### src/hw/rtl/mbps_pkg.sv
// ----------------------------------------------------------------------------
// mbps_pkg: shared types and constants for the masked byte pattern scanner
// Register indexes, widths, result type and pattern byte selection.
// ----------------------------------------------------------------------------
package mbps_pkg;

  localparam int MAX_PATTERN = 16;                     // window cells
  localparam int LEN_W       = $clog2(MAX_PATTERN + 1);
  localparam int PAT_BYTES   = 16;                     // bytes held by the pattern registers
  localparam int SEEN_W      = 33;
  localparam int ADDR_W      = 32;
  localparam int CFG_DATA_W  = 64;
  localparam int CFG_IDX_W   = 3;
  localparam int PLEN_W      = 5;
  localparam int MASK_W      = 16;

  localparam logic [SEEN_W-1:0] SEEN_MAX = {SEEN_W{1'b1}};

  typedef enum logic [CFG_IDX_W-1:0] {
    REG_BASE_ADDRESS   = 3'd0,
    REG_SCAN_LENGTH    = 3'd1,
    REG_PATTERN_LENGTH = 3'd2,
    REG_PATTERN_LOW    = 3'd3,
    REG_PATTERN_HIGH   = 3'd4,
    REG_CARE_MASK      = 3'd5
  } cfg_reg_t;

  typedef struct packed {
    logic              found;
    logic [ADDR_W-1:0] match_address;
  } scan_result_t;

  // pattern byte k; bytes beyond the pattern registers read as zero
  function automatic logic [7:0] pattern_byte(input logic [8*PAT_BYTES-1:0] pat,
                                              input logic [LEN_W-1:0] k);
    logic [7:0] b;
    b = 8'd0;
    for (int i = 0; i < PAT_BYTES; i++) begin
      if ((i < MAX_PATTERN) && (k == LEN_W'(i))) b = pat[i*8 +: 8];
    end
    return b;
  endfunction

  // care bit k; bytes beyond the mask are wildcards
  function automatic logic care_bit(input logic [MASK_W-1:0] mask,
                                    input logic [LEN_W-1:0] k);
    logic c;
    c = 1'b0;
    for (int i = 0; i < MASK_W; i++) begin
      if ((i < MAX_PATTERN) && (k == LEN_W'(i))) c = mask[i];
    end
    return c;
  endfunction

endpackage

### src/hw/rtl/mbps_cell.sv
// ----------------------------------------------------------------------------
// mbps_cell: one byte of the sliding window
// Holds a byte, hands it to the next cell on each load, and compares the
// byte it is about to hold against its pattern byte.
// ----------------------------------------------------------------------------
module mbps_cell
  import mbps_pkg::*;
(
  input  logic       clk,
  input  logic       rst_n,
  input  logic       load,
  input  logic       clear,     // start of scan: older cells go to zero
  input  logic [7:0] shift_in,
  input  logic [7:0] pat_byte,
  input  logic       care,
  input  logic       active,    // cell lies inside the pattern length
  output logic [7:0] byte_q,
  output logic       mismatch
);

  logic [7:0] byte_r;
  logic [7:0] byte_nxt;

  assign byte_nxt = clear ? 8'd0 : shift_in;
  assign mismatch = active && care && (byte_nxt != pat_byte);
  assign byte_q   = byte_r;

  always_ff @(posedge clk) begin
    if (!rst_n) begin
      byte_r <= 8'd0;
    end else if (load) begin
      byte_r <= byte_nxt;
    end
  end

endmodule

### src/hw/rtl/mbps_out_buf.sv
// ----------------------------------------------------------------------------
// mbps_out_buf: result output register with skid stage
// Holds up to two results so the input side keeps flowing while the
// receiver stalls, until both are held.
// ----------------------------------------------------------------------------
module mbps_out_buf
  import mbps_pkg::*;
(
  input  logic         clk,
  input  logic         rst_n,
  input  logic         res_valid,
  input  scan_result_t res,
  input  logic         out_stall,
  output logic         out_valid,
  output scan_result_t out_res,
  output logic         full
);

  logic         out_valid_r, out_valid_nxt;
  logic         skid_valid_r, skid_valid_nxt;
  scan_result_t out_res_r, out_res_nxt;
  scan_result_t skid_res_r, skid_res_nxt;
  logic         out_fire;

  assign out_fire  = out_valid_r && !out_stall;
  assign out_valid = out_valid_r;
  assign out_res   = out_res_r;
  assign full      = skid_valid_r;

  always_comb begin
    out_valid_nxt  = out_valid_r;
    out_res_nxt    = out_res_r;
    skid_valid_nxt = skid_valid_r;
    skid_res_nxt   = skid_res_r;
    if (skid_valid_r) begin
      // input is held off, so no new result arrives here
      if (out_fire || !out_valid_r) begin
        out_valid_nxt  = 1'b1;
        out_res_nxt    = skid_res_r;
        skid_valid_nxt = 1'b0;
      end
    end else if (res_valid) begin
      if (out_fire || !out_valid_r) begin
        out_valid_nxt = 1'b1;
        out_res_nxt   = res;
      end else begin
        skid_valid_nxt = 1'b1;
        skid_res_nxt   = res;
      end
    end else if (out_fire) begin
      out_valid_nxt = 1'b0;
    end
  end

  always_ff @(posedge clk) begin
    if (!rst_n) begin
      out_valid_r  <= 1'b0;
      skid_valid_r <= 1'b0;
    end else begin
      out_valid_r  <= out_valid_nxt;
      skid_valid_r <= skid_valid_nxt;
    end
  end

  always_ff @(posedge clk) begin
    out_res_r  <= out_res_nxt;
    skid_res_r <= skid_res_nxt;
  end

endmodule

### src/hw/rtl/masked_byte_pattern_scanner.sv
// ----------------------------------------------------------------------------
// masked_byte_pattern_scanner: masked byte signature search over a stream
// Result: registered in the output buffer from the byte that decides it.
// Throughput: one byte per cycle unless the output buffer is full; the window
// is a chain of byte cells comparing in parallel in the cycle a byte enters.
// Reset: registers take their reset values, the window clears, and the
// scanner stays idle until a transaction with start_of_scan set.
// ----------------------------------------------------------------------------
module masked_byte_pattern_scanner
  import mbps_pkg::*;
(
  input  logic                  clk,
  input  logic                  rst_n,
  // input channel
  input  logic                  in_valid,
  output logic                  in_stall,
  input  logic [7:0]            in_data_byte,
  input  logic                  in_start_of_scan,
  // result channel
  output logic                  out_valid,
  input  logic                  out_stall,
  output logic                  out_found,
  output logic [ADDR_W-1:0]     out_match_address,
  // configuration
  input  logic                  cfg_wr_en,
  input  logic [CFG_IDX_W-1:0]  cfg_index,
  input  logic [CFG_DATA_W-1:0] cfg_data
);

  logic [ADDR_W-1:0]      base_address_r;
  logic [ADDR_W-1:0]      scan_length_r;
  logic [PLEN_W-1:0]      pattern_length_r;
  logic [8*PAT_BYTES-1:0] pattern_r;
  logic [MASK_W-1:0]      care_mask_r;

  logic [SEEN_W-1:0] seen_r, seen_nxt;
  logic              done_r, done_nxt;

  logic              accept;
  logic              live;
  logic [SEEN_W-1:0] seen_base;
  logic [LEN_W-1:0]  len_u;
  logic [SEEN_W-1:0] pos;
  logic [SEEN_W:0]   pos_p1;
  logic              enough;
  logic              past_end;
  logic              last_pos;
  logic              match;
  logic              res_valid;
  scan_result_t      res;
  scan_result_t      out_res;
  logic              buf_full;

  logic [7:0]             cell_q   [MAX_PATTERN];
  logic [MAX_PATTERN-1:0] mismatch;

  // configuration writes
  always_ff @(posedge clk) begin
    if (!rst_n) begin
      base_address_r   <= '0;
      scan_length_r    <= '0;
      pattern_length_r <= PLEN_W'(1);
      pattern_r        <= '0;
      care_mask_r      <= '1;
    end else if (cfg_wr_en) begin
      case (cfg_reg_t'(cfg_index))
        REG_BASE_ADDRESS:   base_address_r   <= cfg_data[ADDR_W-1:0];
        REG_SCAN_LENGTH:    scan_length_r    <= cfg_data[ADDR_W-1:0];
        REG_PATTERN_LENGTH: pattern_length_r <= cfg_data[PLEN_W-1:0];
        REG_PATTERN_LOW:    pattern_r[CFG_DATA_W-1:0] <= cfg_data;
        REG_PATTERN_HIGH:   pattern_r[2*CFG_DATA_W-1:CFG_DATA_W] <= cfg_data;
        REG_CARE_MASK:      care_mask_r      <= cfg_data[MASK_W-1:0];
        default: ;
      endcase
    end
  end

  assign accept   = in_valid && !in_stall;
  assign in_stall = buf_full;
  assign live     = accept && (in_start_of_scan || !done_r);

  // pattern length in use, clamped to 1..MAX_PATTERN
  always_comb begin
    if (pattern_length_r == '0) begin
      len_u = LEN_W'(1);
    end else if (32'(pattern_length_r) > MAX_PATTERN) begin
      len_u = LEN_W'(MAX_PATTERN);
    end else begin
      len_u = LEN_W'(pattern_length_r);
    end
  end

  // window cells, newest byte in cell 0
  for (genvar j = 0; j < MAX_PATTERN; j++) begin : g_cell
    localparam logic [LEN_W-1:0] J = LEN_W'(j);
    logic [LEN_W-1:0] k;
    logic [7:0]       shift_in;
    logic             clear;

    assign k = len_u - LEN_W'(1) - J;   // pattern byte facing this cell
    if (j == 0) begin : g_head
      assign shift_in = in_data_byte;
      assign clear    = 1'b0;
    end else begin : g_body
      assign shift_in = cell_q[j-1];
      assign clear    = in_start_of_scan;
    end

    mbps_cell u_cell (
      .clk      (clk),
      .rst_n    (rst_n),
      .load     (live),
      .clear    (clear),
      .shift_in (shift_in),
      .pat_byte (pattern_byte(pattern_r, k)),
      .care     (care_bit(care_mask_r, k)),
      .active   (J < len_u),
      .byte_q   (cell_q[j]),
      .mismatch (mismatch[j])
    );
  end

  assign match = ~|mismatch;

  // byte count and end-of-scan decisions
  assign seen_base = in_start_of_scan ? '0 : seen_r;
  assign seen_nxt  = (seen_base == SEEN_MAX) ? SEEN_MAX : seen_base + SEEN_W'(1);
  assign pos       = seen_nxt - SEEN_W'(len_u);
  assign pos_p1    = {1'b0, pos} + (SEEN_W+1)'(1);
  assign enough    = seen_nxt >= SEEN_W'(len_u);
  assign past_end  = pos >= SEEN_W'(scan_length_r);
  assign last_pos  = pos_p1 >= (SEEN_W+1)'(scan_length_r);

  always_comb begin
    res_valid = 1'b0;
    res.found = 1'b0;
    res.match_address = '0;
    if (live) begin
      if (scan_length_r == '0) begin
        res_valid = 1'b1;
      end else if (enough) begin
        if (past_end) begin
          res_valid = 1'b1;
        end else if (match) begin
          res_valid = 1'b1;
          res.found = 1'b1;
          res.match_address = base_address_r + pos[ADDR_W-1:0];
        end else if (last_pos) begin
          res_valid = 1'b1;
        end
      end
    end
  end

  always_comb begin
    done_nxt = done_r;
    if (live) done_nxt = res_valid;
  end

  always_ff @(posedge clk) begin
    if (!rst_n) begin
      seen_r <= '0;
      done_r <= 1'b1;
    end else begin
      done_r <= done_nxt;
      if (live) seen_r <= seen_nxt;
    end
  end

  mbps_out_buf u_out_buf (
    .clk       (clk),
    .rst_n     (rst_n),
    .res_valid (res_valid),
    .res       (res),
    .out_stall (out_stall),
    .out_valid (out_valid),
    .out_res   (out_res),
    .full      (buf_full)
  );

  assign out_found         = out_res.found;
  assign out_match_address = out_res.match_address;

  // a scan in progress has always counted its first byte
  a_seen_while_active: assert property (@(posedge clk) disable iff (!rst_n)
    !done_r |-> (seen_r != '0))
    else $error("scan active with zero byte count");

  // a not-found result never carries an address
  a_notfound_addr: assert property (@(posedge clk) disable iff (!rst_n)
    (out_valid && !out_found) |-> (out_match_address == '0))
    else $error("not-found result with nonzero address");

  // the skid stage fills only behind a held output
  a_skid_behind_out: assert property (@(posedge clk) disable iff (!rst_n)
    in_stall |-> out_valid)
    else $error("input stalled with no result pending");

  // an idle scanner takes bytes without producing results
  a_idle_quiet: assert property (@(posedge clk) disable iff (!rst_n)
    (accept && done_r && !in_start_of_scan) |-> !res_valid)
    else $error("result produced while idle");

endmodule

### config.mk
export PLATFORM = sky130hd
export DESIGN_NAME = masked_byte_pattern_scanner
export DESIGN_NICKNAME = d
export VERILOG_FILES = /design/src/hw/rtl/mbps_pkg.sv /design/src/hw/rtl/mbps_cell.sv /design/src/hw/rtl/mbps_out_buf.sv /design/src/hw/rtl/masked_byte_pattern_scanner.sv
export SDC_FILE = /design/constraint.sdc
export NUM_CORES = 2
export LEC_CHECK = 0
export BUFFER_PORTS_ARGS = -buffer_cell sky130_fd_sc_hd__buf_2
export CAP_MARGIN = 10
export CELL_PAD_IN_SITES_DETAIL_PLACEMENT = 1
export CELL_PAD_IN_SITES_GLOBAL_PLACEMENT = 2
export CORE_MARGIN = 2
export CORE_UTILIZATION = 25
export CTS_BUF_LIST = sky130_fd_sc_hd__clkbuf_4 sky130_fd_sc_hd__clkbuf_8
export DETAILED_ROUTE_END_ITERATION = 8
export PLACE_DENSITY_LB_ADDON = 0.1
export SYNTH_ARGS = -nofsm -noshare
export SYNTH_HDL_FRONTEND = slang
export SYNTH_HIERARCHICAL = 1
export SYNTH_SLANG_ARGS = --single-unit
### constraint.sdc
create_clock -name clk -period 19.9 [get_ports clk]
set_clock_uncertainty 0.2 [all_clocks]
set_input_delay 2.985 -clock clk [delete_from_list [all_inputs] [get_ports clk]]
set_output_delay 2.985 -clock clk [all_outputs]
set_load 0.01 [all_outputs]
==> results.md <==
* Critical path capture point type: flop
* Top achievable clock speed at 0.0832 GHz
* Ys Warns at 6
* Max-capacitance violation count at 0
* Syn nets at 6,740
* Final TNS setup at 0 ns
* Hold WS at 0.267 ns
* HP Start: pattern_r[97]$_SDFFE_PN0P_
* Worst setup path class: in2reg
* Num Clock Sinks at 435
* Worst Path Max Fanout at 53
* H-tree Lvls at 3
* Io pins at 116
* Layout cell share with drive strength beyond 1 at 11.0%
* Routed len/inst at 39.6 um
* DRC violations left at 0
* Vias in the first global route at 55,974
* Worst endpoint required time at 20.26 ns
* Fin crit period at 12.02 ns
* RSZ-0062 raised after global routing: no
* Die Ht at 431 um
* Cts repair resizes at 0
* Crit Reg-Reg Endpoint: u_out_buf/out_res[24]$_DFFE_PP_
* Tightest Pin Transition at 1.28 ns
* Worst VDD drop at 0.0000451 V
* Overflow left after global routing at 0
* Clock Tree Buf Depth at 3
* Register Area at 0.00938 sq mm
* GP Congestion at 1.05
* CTS Hold Buffers Added at 0
* Period utilization at 60.4%
* Largest net degree at the start of global routing at 97
* Reg2reg start: pattern_length_r[4]$_SDFFE_PN0P_
* Run status: finished, final reports clean
* Worst reg-to-reg path cell count at 32
* Setup violators final at 0
* Antenna Nets Post-Route at 0
* Initial drt markers at 8,336
* Layout area overhead at 12.4%
* CTS tree: built
* Leakage at 0.0179 uW
* Port bufs at 115
* Hold path cells at 2
* Initial Util at 25.2%
* Mapped Area at 0.0456 sq mm
* CTS Buf Count at 86
* Vias per Instance at 6.59
* Area of the multi-input gates at 0.0336 sq mm
* Slowest library cell on the worst path: o21ai_0
* Reg clk slew, reported paths at 0.06 ns
* Fillers at 22,158
* Final #Nets at 6,651
* Count of final hold-check violations at 0
* Chip width at 431 um
* Die area at 0.186 sq mm
* R2R Setup Slk at 8.13 ns
* Core area at 0.181 sq mm
* Type of origin of the critical path: input port
* DRT Wirelength at 353 mm
* # Post-CTS Setup Buffers at 0
* Worst Setup SP: in_start_of_scan
* First-pass GRT wire length at 477 mm
* Hold endpoint: pattern_r[97]$_SDFFE_PN0P_
* Min-Delay Path Class: reg2reg
* Slew headroom at 13.9%
* Total GRT Usage at 36.5%
* Total number of vias at 58,692
* Clock root buffer master: clkbuf_8
* CP Data Arrival Time at 12.38 ns
* Cell row count at 156
* Crit-path max cell delay at 0.78 ns
* Clk_lat worst skew at 0.90 ns
* Initial antenna violation count at 40
* PD cells at 54.7 mW/mm^2
* Slew Limit Fails at 0
* Synthesized area per cell at 6.97 sq um
* Synthesized instance count at 6,532
* Detailed Routing Iterations Pass 1 at 6
* Post-DP HPWL at 260 mm
==> placed cells by master, fill, tap and decap left out, types with 161 or more instances in the layout <==
| cell type | instances |
|---|---|
| buf_4 | 295 |
| dfxtp_1 | 358 |
| a21oi_1 | 472 |
| a21boi_0 | 214 |
| nand2_1 | 920 |
| o22ai_1 | 215 |
| nand3_1 | 161 |
| nor2b_1 | 248 |
| nor2_1 | 646 |
| o21ai_0 | 348 |
==> power by group <==
part           total (uW)  internal (uW)  switching [uW]
Sequential            946            920            25.9
Combinational         836            243             593
Clock                1020            528             490
Total                2800           1690            1110
==> flip-flops by register name (all words and copies together) (netlist names) <==
| register | cells |
|---|---|
| g_cell.u_cell/byte_q | 120 |
| care_mask_r | 16 |
| pattern_r | 128 |
| u_out_buf/out_valid | 1 |
| u_out_buf/full | 1 |
| u_out_buf/out_res | 33 |
| done_r | 1 |
| base_address_r | 32 |
| seen_r | 33 |
| scan_length_r | 32 |
| pattern_length_r | 5 |
| u_out_buf/skid_res_r | 33 |
==> worst max-delay path by stage <==
stage | endpoint | slack, ns
final | u_out_buf/out_res[24]$_DFFE_PP_ | 7.88
after global routing | u_out_buf/out_res[24]$_DFFE_PP_ | 7.16
after CTS | u_out_buf/out_res[24]$_DFFE_PP_ | 8.12
after detailed placement | u_out_buf/out_res[28]$_DFFE_PP_ | 7.14
after global placement | u_out_buf/skid_res_r[29]$_DFFE_PP_ | 7.43
after floorplan | u_out_buf/skid_res_r[0]$_DFFE_PP_ | 6.73
==> routing by layer <==
metal | wire, um | share of wire (%) | track usage, % | vias up
li1 | - | - | - | 24365
met1 | 152000 | 43 | 49.4 | 29537
met2 | 139000 | 39 | 50.6 | 3712
met3 | 41300 | 12 | 12.2 | 1054
met4 | 20900 | 5.9 | 19.4 | 24
met5 | 348 | 0.099 | 0 | -
==> worst max-delay path, delay by kind of cell <==
kind	cells	cell delay (ns)
compound gates	12	3.29
xor+xnor	1	0.15
fa+ha+maj	3	0.92
buf+inv	2	0.58
simple gates	16	4.26
==> final cells by class <==
cell class	count	area share, %
clock inverter	28	0.572
tap	2370	5.79
sequential	435	18.3
clock buffer	124	3.04
inverter	127	0.941
antenna	32	0.156
timing repair buffer	411	5.49
multi-input combinational	5382	65.7
==> per-stage QoR <==
step | utilization, % | cell area [sq um] | instances | worst slack, ns | power (uW)
6_report | 28.3 | 51200 | 8909 | 7.88 | 2800
5_1_grt | 28.3 | 51100 | 8882 | 7.16 | 2910
4_1_cts | 28.3 | 51100 | 8877 | 8.12 | 2810
3_5_place_dp | 27.2 | 49300 | 8725 | 7.14 | 1770
3_3_place_gp | 27.2 | 49300 | 8724 | 7.43 | 1760
2_1_floorplan | - | 45600 | 6532 | 6.73 | 1400
Power figures use the tool's default switching activity.
